<file path="config.mk">
export PLATFORM = sky130hd
export DESIGN_NAME = modexp_elgamal_cipher_core_flat
export DESIGN_NICKNAME = d
export VERILOG_FILES = /design/src/hdl/meg_pkg.sv /design/src/hdl/meg_if.sv /design/src/hdl/meg_mulmod.sv /design/src/hdl/modexp_elgamal_cipher_core.sv /design/src/flat_wrapper.sv
export SDC_FILE = /design/constraint.sdc
export NUM_CORES = 2
export LEC_CHECK = 0
export ABC_AREA = 1
export BUFFER_PORTS_ARGS = -buffer_cell sky130_fd_sc_hd__buf_4
export CAP_MARGIN = 15
export CORE_ASPECT_RATIO = 2
export CORE_MARGIN = 4
export CORE_UTILIZATION = 44
export CTS_BUF_LIST = sky130_fd_sc_hd__clkbuf_2 sky130_fd_sc_hd__clkbuf_4 sky130_fd_sc_hd__clkbuf_8
export CTS_CLUSTER_DIAMETER = 30
export DETAILED_ROUTE_END_ITERATION = 8
export PLACE_DENSITY = 0.68
export SLEW_MARGIN = 20
export SYNTH_ARGS = -nofsm -noshare
export SYNTH_HDL_FRONTEND = slang
export SYNTH_SLANG_ARGS = --single-unit
</file>
<file path="constraint.sdc">
create_clock -name i_clk -period 9.2 [get_ports i_clk]
set_input_delay 1.84 -clock i_clk [delete_from_list [all_inputs] [get_ports i_clk]]
set_output_delay 1.84 -clock i_clk [all_outputs]
set_load 0.01 [all_outputs]
</file>
<file path="src/hdl/meg_pkg.sv">
// Shared types and constants for the modular exponentiation / ElGamal core.
// No dependencies; used by meg_mulmod and modexp_elgamal_cipher_core.
package meg_pkg;

    // command codes
    localparam logic [1:0] CMD_POWER   = 2'd0;
    localparam logic [1:0] CMD_ENCRYPT = 2'd1;
    localparam logic [1:0] CMD_DECRYPT = 2'd2;

    // multiply-reduce unit states
    typedef enum logic [2:0] {
        MM_IDLE = 3'b001,
        MM_MUL  = 3'b010,
        MM_RED  = 3'b100
    } t_mm_state;

    // top-level sequencer states
    typedef enum logic [6:0] {
        S_IDLE  = 7'b0000001,
        S_CHECK = 7'b0000010,
        S_STEP  = 7'b0000100,
        S_WACC  = 7'b0001000,
        S_WSQR  = 7'b0010000,
        S_WFIN  = 7'b0100000,
        S_DONE  = 7'b1000000
    } t_seq_state;

    // status of the multiply-reduce unit
    typedef struct packed {
        logic busy;
        logic done;
    } t_mm_stat;

endpackage

</file>
<file path="src/hdl/meg_if.sv">
// Valid/ready channel interfaces for the core's request and result beats.
// No dependencies.
interface meg_in_if;
    logic        valid;
    logic        ready;
    logic [1:0]  command;
    logic [31:0] base;
    logic [31:0] exponent;
    logic [31:0] modulus;
    logic [31:0] value;
    logic        last_in;

    modport source (output valid, command, base, exponent, modulus, value, last_in,
                    input ready);
    modport sink   (input valid, command, base, exponent, modulus, value, last_in,
                    output ready);
endinterface

interface meg_out_if;
    logic        valid;
    logic        ready;
    logic [31:0] result;
    logic        error;
    logic        last_out;

    modport source (output valid, result, error, last_out, input ready);
    modport sink   (input valid, result, error, last_out, output ready);
endinterface

</file>
<file path="src/hdl/meg_mulmod.sv">
// Shared multiply-reduce unit: (a * b) mod m, one product then a bit-serial
// restoring reduction of 2W bits. Depends on meg_pkg.
module meg_mulmod #(
    parameter int W = 32
) (
    input  logic                i_clk,
    input  logic                i_rst_n,
    input  logic                i_start,
    input  logic [W-1:0]        i_a,
    input  logic [W-1:0]        i_b,
    input  logic [W-1:0]        i_m,
    output meg_pkg::t_mm_stat   o_stat,
    output logic [W-1:0]        o_res
);
    localparam int CW = $clog2(2 * W + 1);

    meg_pkg::t_mm_state r_state, n_state;
    logic [W-1:0]   r_a, n_a, r_b, n_b, r_m, n_m;
    logic [2*W-1:0] r_prod, n_prod;
    logic [W:0]     r_rem, n_rem;
    logic [CW-1:0]  r_cnt, n_cnt;
    logic           r_done, n_done;
    logic [W:0]     rem_sh;

    assign rem_sh = {r_rem[W-1:0], r_prod[2*W-1]};

    always_comb begin
        n_state = r_state;
        n_a     = r_a;
        n_b     = r_b;
        n_m     = r_m;
        n_prod  = r_prod;
        n_rem   = r_rem;
        n_cnt   = r_cnt;
        n_done  = 1'b0;
        case (r_state)
            meg_pkg::MM_IDLE: begin
                if (i_start) begin
                    n_a     = i_a;
                    n_b     = i_b;
                    n_m     = i_m;
                    n_state = meg_pkg::MM_MUL;
                end
            end
            meg_pkg::MM_MUL: begin
                n_prod  = {{W{1'b0}}, r_a} * {{W{1'b0}}, r_b};
                n_rem   = '0;
                n_cnt   = '0;
                n_state = meg_pkg::MM_RED;
            end
            meg_pkg::MM_RED: begin
                n_prod = {r_prod[2*W-2:0], 1'b0};
                n_rem  = (rem_sh >= {1'b0, r_m}) ? rem_sh - {1'b0, r_m} : rem_sh;
                n_cnt  = r_cnt + CW'(1);
                if (r_cnt == CW'(2 * W - 1)) begin
                    n_done  = 1'b1;
                    n_state = meg_pkg::MM_IDLE;
                end
            end
            default: n_state = meg_pkg::MM_IDLE;
        endcase
    end

    always_ff @(posedge i_clk) begin
        if (!i_rst_n) begin
            r_state <= meg_pkg::MM_IDLE;
            r_done  <= 1'b0;
            r_cnt   <= '0;
        end else begin
            r_state <= n_state;
            r_done  <= n_done;
            r_cnt   <= n_cnt;
        end
    end

    always_ff @(posedge i_clk) begin
        r_a    <= n_a;
        r_b    <= n_b;
        r_m    <= n_m;
        r_prod <= n_prod;
        r_rem  <= n_rem;
    end

    assign o_stat.busy = (r_state != meg_pkg::MM_IDLE);
    assign o_stat.done = r_done;
    assign o_res       = r_rem[W-1:0];

    // remainder is always reduced below the modulus
    a_rem_reduced: assert property (@(posedge i_clk) disable iff (!i_rst_n)
        r_done |-> (r_rem < {1'b0, r_m}))
        else $error("mulmod remainder not reduced");

    // a finished job is flagged only while the unit is back in idle
    a_done_idle: assert property (@(posedge i_clk) disable iff (!i_rst_n)
        r_done |-> (r_state == meg_pkg::MM_IDLE))
        else $error("mulmod done outside idle");

    // the product step is followed by reduction with the step counter cleared
    a_mul_to_red: assert property (@(posedge i_clk) disable iff (!i_rst_n)
        (r_state == meg_pkg::MM_MUL) |=> (r_state == meg_pkg::MM_RED && r_cnt == '0))
        else $error("mulmod product step did not enter reduction");

endmodule

</file>
<file path="src/hdl/modexp_elgamal_cipher_core.sv">
// Top level: modular power, ElGamal element encrypt and decrypt, sequenced
// over one shared multiply-reduce unit. Depends on meg_pkg, meg_if, meg_mulmod.
//
//  channel  | dir | beat contents                                   | handshake
//  ---------+-----+-------------------------------------------------+----------
//  i_in     | in  | command, base, exponent, modulus, value, last_in | valid/ready
//  o_out    | out | result, error, last_out                          | valid/ready
//
// Steps: one multiply on meg_mulmod is a product step, 2*OPERAND_WIDTH reduction
//   steps and a done strobe. An item takes up to 2*OPERAND_WIDTH multiplies; a power
//   with zero exponent, a zero modulus and errors are settled without the unit.
// Reset: synchronous active-low i_rst_n clears sequencer and output valid.
// Stalls: a request is taken only in idle; a finished result waits in the
//   output register, and the next request may start while it waits.
module modexp_elgamal_cipher_core #(
    parameter int OPERAND_WIDTH = 32
) (
    input  logic          i_clk,
    input  logic          i_rst_n,
    meg_in_if.sink        i_in,
    meg_out_if.source     o_out
);
    localparam int W = OPERAND_WIDTH;

    meg_pkg::t_seq_state r_state, n_state;

    // working operands, cut to W bits
    logic [1:0]   r_cmd, n_cmd;
    logic [W-1:0] r_b, n_b;      // running base (squared each step)
    logic [W-1:0] r_e, n_e;      // remaining exponent bits
    logic [W-1:0] r_m, n_m;
    logic [W-1:0] r_v, n_v;
    logic [W-1:0] r_acc, n_acc;  // running product
    logic         r_last, n_last;
    logic [W-1:0] r_res, n_res;
    logic         r_err, n_err;

    // output register
    logic         r_o_valid, n_o_valid;
    logic [31:0]  r_o_result, n_o_result;
    logic         r_o_error, n_o_error;
    logic         r_o_last, n_o_last;

    // shared unit
    logic              mm_start;
    logic [W-1:0]      mm_a, mm_b, mm_res;
    meg_pkg::t_mm_stat mm_stat;

    logic accept;
    logic out_load;

    assign accept      = i_in.valid && i_in.ready;
    assign i_in.ready  = (r_state == meg_pkg::S_IDLE);
    assign out_load    = (r_state == meg_pkg::S_DONE) && (!r_o_valid || o_out.ready);

    meg_mulmod #(.W(W)) u_mulmod (
        .i_clk   (i_clk),
        .i_rst_n (i_rst_n),
        .i_start (mm_start),
        .i_a     (mm_a),
        .i_b     (mm_b),
        .i_m     (r_m),
        .o_stat  (mm_stat),
        .o_res   (mm_res)
    );

    always_comb begin
        n_state    = r_state;
        n_cmd      = r_cmd;
        n_b        = r_b;
        n_e        = r_e;
        n_m        = r_m;
        n_v        = r_v;
        n_acc      = r_acc;
        n_last     = r_last;
        n_res      = r_res;
        n_err      = r_err;
        n_o_valid  = r_o_valid;
        n_o_result = r_o_result;
        n_o_error  = r_o_error;
        n_o_last   = r_o_last;
        mm_start   = 1'b0;
        mm_a       = r_acc;
        mm_b       = r_b;

        // downstream drains the output register
        if (r_o_valid && o_out.ready) begin
            n_o_valid = 1'b0;
        end

        case (r_state)
            meg_pkg::S_IDLE: begin
                if (accept) begin
                    n_cmd   = i_in.command;
                    n_b     = i_in.base[W-1:0];
                    n_e     = i_in.exponent[W-1:0];
                    n_m     = i_in.modulus[W-1:0];
                    n_v     = i_in.value[W-1:0];
                    n_last  = i_in.last_in;
                    n_state = meg_pkg::S_CHECK;
                end
            end
            meg_pkg::S_CHECK: begin
                // settle the short cases; otherwise start square-and-multiply
                n_acc   = W'(1);
                n_res   = '0;
                n_err   = 1'b0;
                n_state = meg_pkg::S_STEP;
                case (r_cmd)
                    meg_pkg::CMD_POWER: begin
                        if (r_e == '0) begin
                            n_res   = W'(1);   // unreduced even for modulus 1
                            n_state = meg_pkg::S_DONE;
                        end else if (r_m == '0) begin
                            n_state = meg_pkg::S_DONE;
                        end
                    end
                    meg_pkg::CMD_ENCRYPT: begin
                        if (r_m == '0) begin
                            n_state = meg_pkg::S_DONE;
                        end
                    end
                    meg_pkg::CMD_DECRYPT: begin
                        if (r_m < W'(2)) begin
                            n_err   = 1'b1;
                            n_state = meg_pkg::S_DONE;
                        end else begin
                            n_e = r_m - W'(2);  // Fermat inverse exponent
                        end
                    end
                    default: n_state = meg_pkg::S_DONE;  // unused code
                endcase
            end
            meg_pkg::S_STEP: begin
                if (r_e == '0) begin
                    if (r_cmd == meg_pkg::CMD_POWER) begin
                        n_res   = r_acc;
                        n_state = meg_pkg::S_DONE;
                    end else begin
                        // (v mod m) * p mod m == v * p mod m
                        mm_start = 1'b1;
                        mm_a     = r_v;
                        mm_b     = r_acc;
                        n_state  = meg_pkg::S_WFIN;
                    end
                end else if (r_e[0]) begin
                    mm_start = 1'b1;
                    mm_a     = r_acc;
                    mm_b     = r_b;
                    n_state  = meg_pkg::S_WACC;
                end else begin
                    mm_start = 1'b1;
                    mm_a     = r_b;
                    mm_b     = r_b;
                    n_e      = r_e >> 1;
                    n_state  = meg_pkg::S_WSQR;
                end
            end
            meg_pkg::S_WACC: begin
                if (mm_stat.done) begin
                    n_acc = mm_res;
                    n_e   = r_e >> 1;
                    if ((r_e >> 1) == '0) begin
                        n_state = meg_pkg::S_STEP;   // final square not needed
                    end else begin
                        mm_start = 1'b1;
                        mm_a     = r_b;
                        mm_b     = r_b;
                        n_state  = meg_pkg::S_WSQR;
                    end
                end
            end
            meg_pkg::S_WSQR: begin
                if (mm_stat.done) begin
                    n_b     = mm_res;
                    n_state = meg_pkg::S_STEP;
                end
            end
            meg_pkg::S_WFIN: begin
                if (mm_stat.done) begin
                    n_res = (r_cmd == meg_pkg::CMD_DECRYPT) ? W'(mm_res[7:0]) : mm_res;
                    n_state = meg_pkg::S_DONE;
                end
            end
            meg_pkg::S_DONE: begin
                if (out_load) begin
                    n_o_valid  = 1'b1;
                    n_o_result = 32'(r_res);
                    n_o_error  = r_err;
                    n_o_last   = r_last;
                    n_state    = meg_pkg::S_IDLE;
                end
            end
            default: n_state = meg_pkg::S_IDLE;
        endcase
    end

    always_ff @(posedge i_clk) begin
        if (!i_rst_n) begin
            r_state   <= meg_pkg::S_IDLE;
            r_o_valid <= 1'b0;
        end else begin
            r_state   <= n_state;
            r_o_valid <= n_o_valid;
        end
    end

    always_ff @(posedge i_clk) begin
        r_cmd      <= n_cmd;
        r_b        <= n_b;
        r_e        <= n_e;
        r_m        <= n_m;
        r_v        <= n_v;
        r_acc      <= n_acc;
        r_last     <= n_last;
        r_res      <= n_res;
        r_err      <= n_err;
        r_o_result <= n_o_result;
        r_o_error  <= n_o_error;
        r_o_last   <= n_o_last;
    end

    assign o_out.valid    = r_o_valid;
    assign o_out.result   = r_o_result;
    assign o_out.error    = r_o_error;
    assign o_out.last_out = r_o_last;

    // the shared unit is only started when free
    a_start_free: assert property (@(posedge i_clk) disable iff (!i_rst_n)
        mm_start |-> !mm_stat.busy)
        else $error("multiply started while unit busy");

    // the unit is never started with a zero modulus
    a_mod_nonzero: assert property (@(posedge i_clk) disable iff (!i_rst_n)
        mm_start |-> (r_m != '0))
        else $error("multiply started with zero modulus");

    // a flagged beat carries a zero result
    a_err_zero: assert property (@(posedge i_clk) disable iff (!i_rst_n)
        out_load && r_err |=> (o_out.result == 32'd0))
        else $error("error beat with nonzero result");

    // a decrypted character fits in 8 bits
    a_dec_byte: assert property (@(posedge i_clk) disable iff (!i_rst_n)
        out_load && (r_cmd == meg_pkg::CMD_DECRYPT) |=> (o_out.result[31:8] == 24'd0))
        else $error("decrypt result wider than a byte");

endmodule
</file>
<file path="src/flat_wrapper.sv">
// flat-port wrapper written by rule: the top's interface ports become plain ports
module modexp_elgamal_cipher_core_flat 
#(
    parameter int OPERAND_WIDTH = 32
)
  (i_clk, i_rst_n, i_in_valid, i_in_command, i_in_base, i_in_exponent, i_in_modulus, i_in_value, i_in_last_in, i_in_ready, o_out_valid, o_out_result, o_out_error, o_out_last_out, o_out_ready);
  meg_in_if i_in_i ();
  meg_out_if o_out_i ();
  input  logic i_clk;
  input  logic i_rst_n;
  input wire logic [$bits(i_in_i.valid)-1:0] i_in_valid;
  input wire logic [$bits(i_in_i.command)-1:0] i_in_command;
  input wire logic [$bits(i_in_i.base)-1:0] i_in_base;
  input wire logic [$bits(i_in_i.exponent)-1:0] i_in_exponent;
  input wire logic [$bits(i_in_i.modulus)-1:0] i_in_modulus;
  input wire logic [$bits(i_in_i.value)-1:0] i_in_value;
  input wire logic [$bits(i_in_i.last_in)-1:0] i_in_last_in;
  output wire logic [$bits(i_in_i.ready)-1:0] i_in_ready;
  output wire logic [$bits(o_out_i.valid)-1:0] o_out_valid;
  output wire logic [$bits(o_out_i.result)-1:0] o_out_result;
  output wire logic [$bits(o_out_i.error)-1:0] o_out_error;
  output wire logic [$bits(o_out_i.last_out)-1:0] o_out_last_out;
  input wire logic [$bits(o_out_i.ready)-1:0] o_out_ready;
  assign i_in_i.valid = i_in_valid;
  assign i_in_i.command = i_in_command;
  assign i_in_i.base = i_in_base;
  assign i_in_i.exponent = i_in_exponent;
  assign i_in_i.modulus = i_in_modulus;
  assign i_in_i.value = i_in_value;
  assign i_in_i.last_in = i_in_last_in;
  assign i_in_ready = i_in_i.ready;
  assign o_out_valid = o_out_i.valid;
  assign o_out_result = o_out_i.result;
  assign o_out_error = o_out_i.error;
  assign o_out_last_out = o_out_i.last_out;
  assign o_out_i.ready = o_out_ready;
  modexp_elgamal_cipher_core #(.OPERAND_WIDTH(OPERAND_WIDTH)) u_core (.i_clk(i_clk), .i_rst_n(i_rst_n), .i_in(i_in_i), .o_out(o_out_i));
endmodule
</file>
==> results.yml <==
global_route:
  grt_usage_pct: 29.5
  grt_first_pass_wirelength_um: 302000
  antenna_found_initial: 7
  grt_start_max_net_pins: 67
  grt-ovfl-total: 0
  grt_pass1_vias: 52100
yosys:
  synth.distinct_cells: 53
  syn_area_mm2: 0.0575
  synth.avg_cell_area_um2: 7.94
  async_reset_ff_share_pct: 0
  synth-seq-area-share_pct: 22.7
  ys_ff_latch: 441
  syn_nets: 8572
  syn_inst: 7243
  yosys_warnings: 0
  ys.flop_type: "edfxtp_1"
  synth_edf_count: 422
final_layout:
  final_common_cell: "nand2_1"
  area_growth_pct: 8.75
  regArea_mm2: 0.0131
  multiInputGateArea_mm2: 0.0360
  nets: 8685
  fillers: 12600
  final_cell_mix: "nand2_1 (2235), inv_1 (1952), fa_1 (897), edfxtp_1 (422), nor2_1 (339)"
  final_layout_size_suffix_gt1_share_pct: 7.18
  fin_util_pct: 48.1
die:
  die_h_um: 519
  coreArea_mm2: 0.130
  start_util_pct: 44.3
  pin_count: 171
  num_rows: 187
  die_w_um: 264
  die_area_mm2: 0.137
clock_tree:
  root_buffer: "clkbuf_8"
  cts_inserted_buffers: 72
  cts_sinks: 441
  cts_tree: "done"
  clk_pin_slew_ps: 70
  insertion_delay_ps: 740
  postCtsResizedCells: 0
  holdBufCountCts: 0
  htree_levels: 3
  cts_buffer_depth: 3
  post_cts_buffers: 0
power_and_ir_drop:
  leakage_uw: 0.0345
  ir_drop_mv: 0.137
  powerDensity_mw_per_mm2: 117
  finalPower_uw: 7300
worst_hold_path:
  holdPathEnd: "u_core.o_out.result[28]"
  hp-start: "u_core.r_res[28]"
  holdPathStages: 0
  holdCritPathClass: "reg2reg"
timing:
  rsz0062_at_grt: "no"
  slew_violations: 0
  finalCritPeriodShare_pct: 94.2
  hold_viol_final: 0
  hold-worst-slack_ps: 414
  finalCriticalPeriod_ps: 8670
  relSlewSlack_pct: 20.9
  finClkSkew_ps: 54.9
  max_freq_mhz: 115
  setup_violations: 0
  tns_ps: 0
  worst_slack_ps: 535
  worst_pin_slew_ps: 1190
routing:
  wl_um: 203000
  vias: 47300
  via_per_inst: 5.19
  dr.pass1.iters: 7
  drc: 0
  routedWlPerCell_um: 22.2
  antenna_left: 0
  drtIter0Drc: 2883
worst_setup_path:
  cp-end-kind: "flip-flop"
  worstSetupPathType: "reg2reg"
  start_kind: "flip-flop"
  r2r_cells: 27
  critPathArrivalTime_ps: 9110
  r2r_start: "u_core.u_mulmod.r_b[17]"
  cp.required_ps: 9640
  critPathMaxFanout: 20
  worst-r2r-setup-slack_ps: 530
  r2r-end: "u_core.u_mulmod.r_prod[63]"
placed_design:
  pre_cts_slack_ps: 607
  hpwl_um: 170000
  io_buffers: 170
  place_congestion: 1.03
status:
  status: "finished clean"
run:
  maxCapViolCount: 0
## worst max-delay path, stage by stage (launching register included)
cell and delay, ps:
edfxtp_1 860, buf_4 420, nand2_1 80, inv_1 70, fa_1 540, inv_1 60
fa_1 530, inv_1 50, fa_1 510, inv_1 60, fa_1 550, inv_1 60
fa_1 540, fa_1 450, fa_1 510, fa_1 420, ha_1 390, nand2_1 140
nor2_1 490, inv_1 140, nor2_1 540, a21oi_1 150, nand2_1 360, nand2_1 180
nand2_1 100, nand2_1 50, nand3_1 80, nand2_1 80
## area by class of cell
class / count / share of cell area, %
Antenna cell: 8 / 0.0320
Clock buffer: 85 / 1.76
Clock inverter: 42 / 0.707
Inverter: 1968 / 11.8
Multi-Input combinational cell: 4563 / 57.6
Sequential cell: 441 / 20.9
Tap cell: 1701 / 3.40
Timing Repair Buffer: 310 / 3.81
## routing by layer
metal	vias to the layer above	wire [um]	track usage [%]
met3	948	9860	3.82
li1	21400	-	-
met4	2	23600	27.3
met5	-	12	0
met2	1978	112000	57.7
met1	23000	57000	25.0
## power by group
part | switching (uW) | internal, uW
sequential | 60.7 | 2360
clock | 938 | 995
combinational | 2010 | 934
total | 3010 | 4290
## worst max path at each step
stage	from	slack, ps	to
finish	u_core.u_mulmod.r_b[17]	530	u_core.u_mulmod.r_prod[63]
global route	u_core.u_mulmod.r_b[17]	400	u_core.u_mulmod.r_prod[55]
CTS	u_core.u_mulmod.r_b[17]	580	u_core.u_mulmod.r_prod[55]
detailed placement	u_core.u_mulmod.r_b[17]	610	u_core.u_mulmod.r_prod[55]
global placement	u_core.u_mulmod.r_b[17]	500	u_core.u_mulmod.r_prod[55]
floorplan	i_in_valid	2530	u_core.r_b[0]
## flip-flops by register name, summed over array words and instances (netlist names), 2 cells and up
signal	cells
u_core.r_m	32
u_core.u_mulmod.r_b	32
u_core.r_acc	32
u_core.o_out.result	32
u_core.r_state	7
u_core.r_b	32
u_core.r_e	32
u_core.u_mulmod.r_prod	64
u_core.r_v	32
u_core.r_cmd	2
u_core.u_mulmod.r_cnt	7
u_core.u_mulmod.r_rem	32
u_core.u_mulmod.r_a	32
u_core.r_res	32
u_core.u_mulmod.r_state	3
u_core.u_mulmod.r_m	32
## cell families (layout without fill, tap and decap cells)
family | Yosys count | after routing | synth area share (%)
AO/OA/AOI/OAI | 362 | 362 | 3.57
AND/OR/NAND/NOR | 2970 | 2970 | 20.7
buffers and inverters | 2239 | 2405 | 14.8
other | 0 | 8 | 0
adder cells (fa/ha/maj) | 1194 | 1194 | 37.7
XOR/XNOR | 37 | 37 | 0.564
flip-flops | 441 | 441 | 22.7
## synthesized netlist by cell type, types with 3 or more instances
cell type	count	area, um2
a21oi_1	117	586
a21oi_2	4	35.0
a31oi_1	10	62.6
and2_1	4	25.0
and3_1	4	25.0
buf_1	6	22.5
buf_2	22	110
buf_4	3	22.5
buf_6	9	101
clkbuf_1	231	867
dfxtp_1	19	380
edfxtp_1	422	12700
fa_1	897	18000
ha_1	297	3720
inv_1	1953	7330
inv_2	13	48.8
nand2_1	2239	8400
nand2_2	8	50.1
nand3_1	220	1100
nand3b_1	11	82.6
nand4_1	42	263
nor2_1	347	1300
nor2_2	35	219
nor2_4	3	33.8
nor3_1	24	120
nor3_2	4	40.0
nor4_1	9	56.3
o211ai_1	6	45.0
o21ai_0	137	686
o21ai_1	3	15.0
o21bai_1	12	90.1
o221ai_1	4	35.0
o22ai_1	31	194
o31ai_1	24	180
or2_2	14	87.6
xnor2_1	19	166
xor2_1	18	158
## stage by stage
stage	instance area, um2	instances
5_1_grt	62500	9116
3_5_place_dp	60900	8982
3_3_place_gp	60900	8982
2_1_floorplan	57500	7243
6_report	62500	9118
4_1_cts	62500	9109
Power figures use the tool's default switching activity.
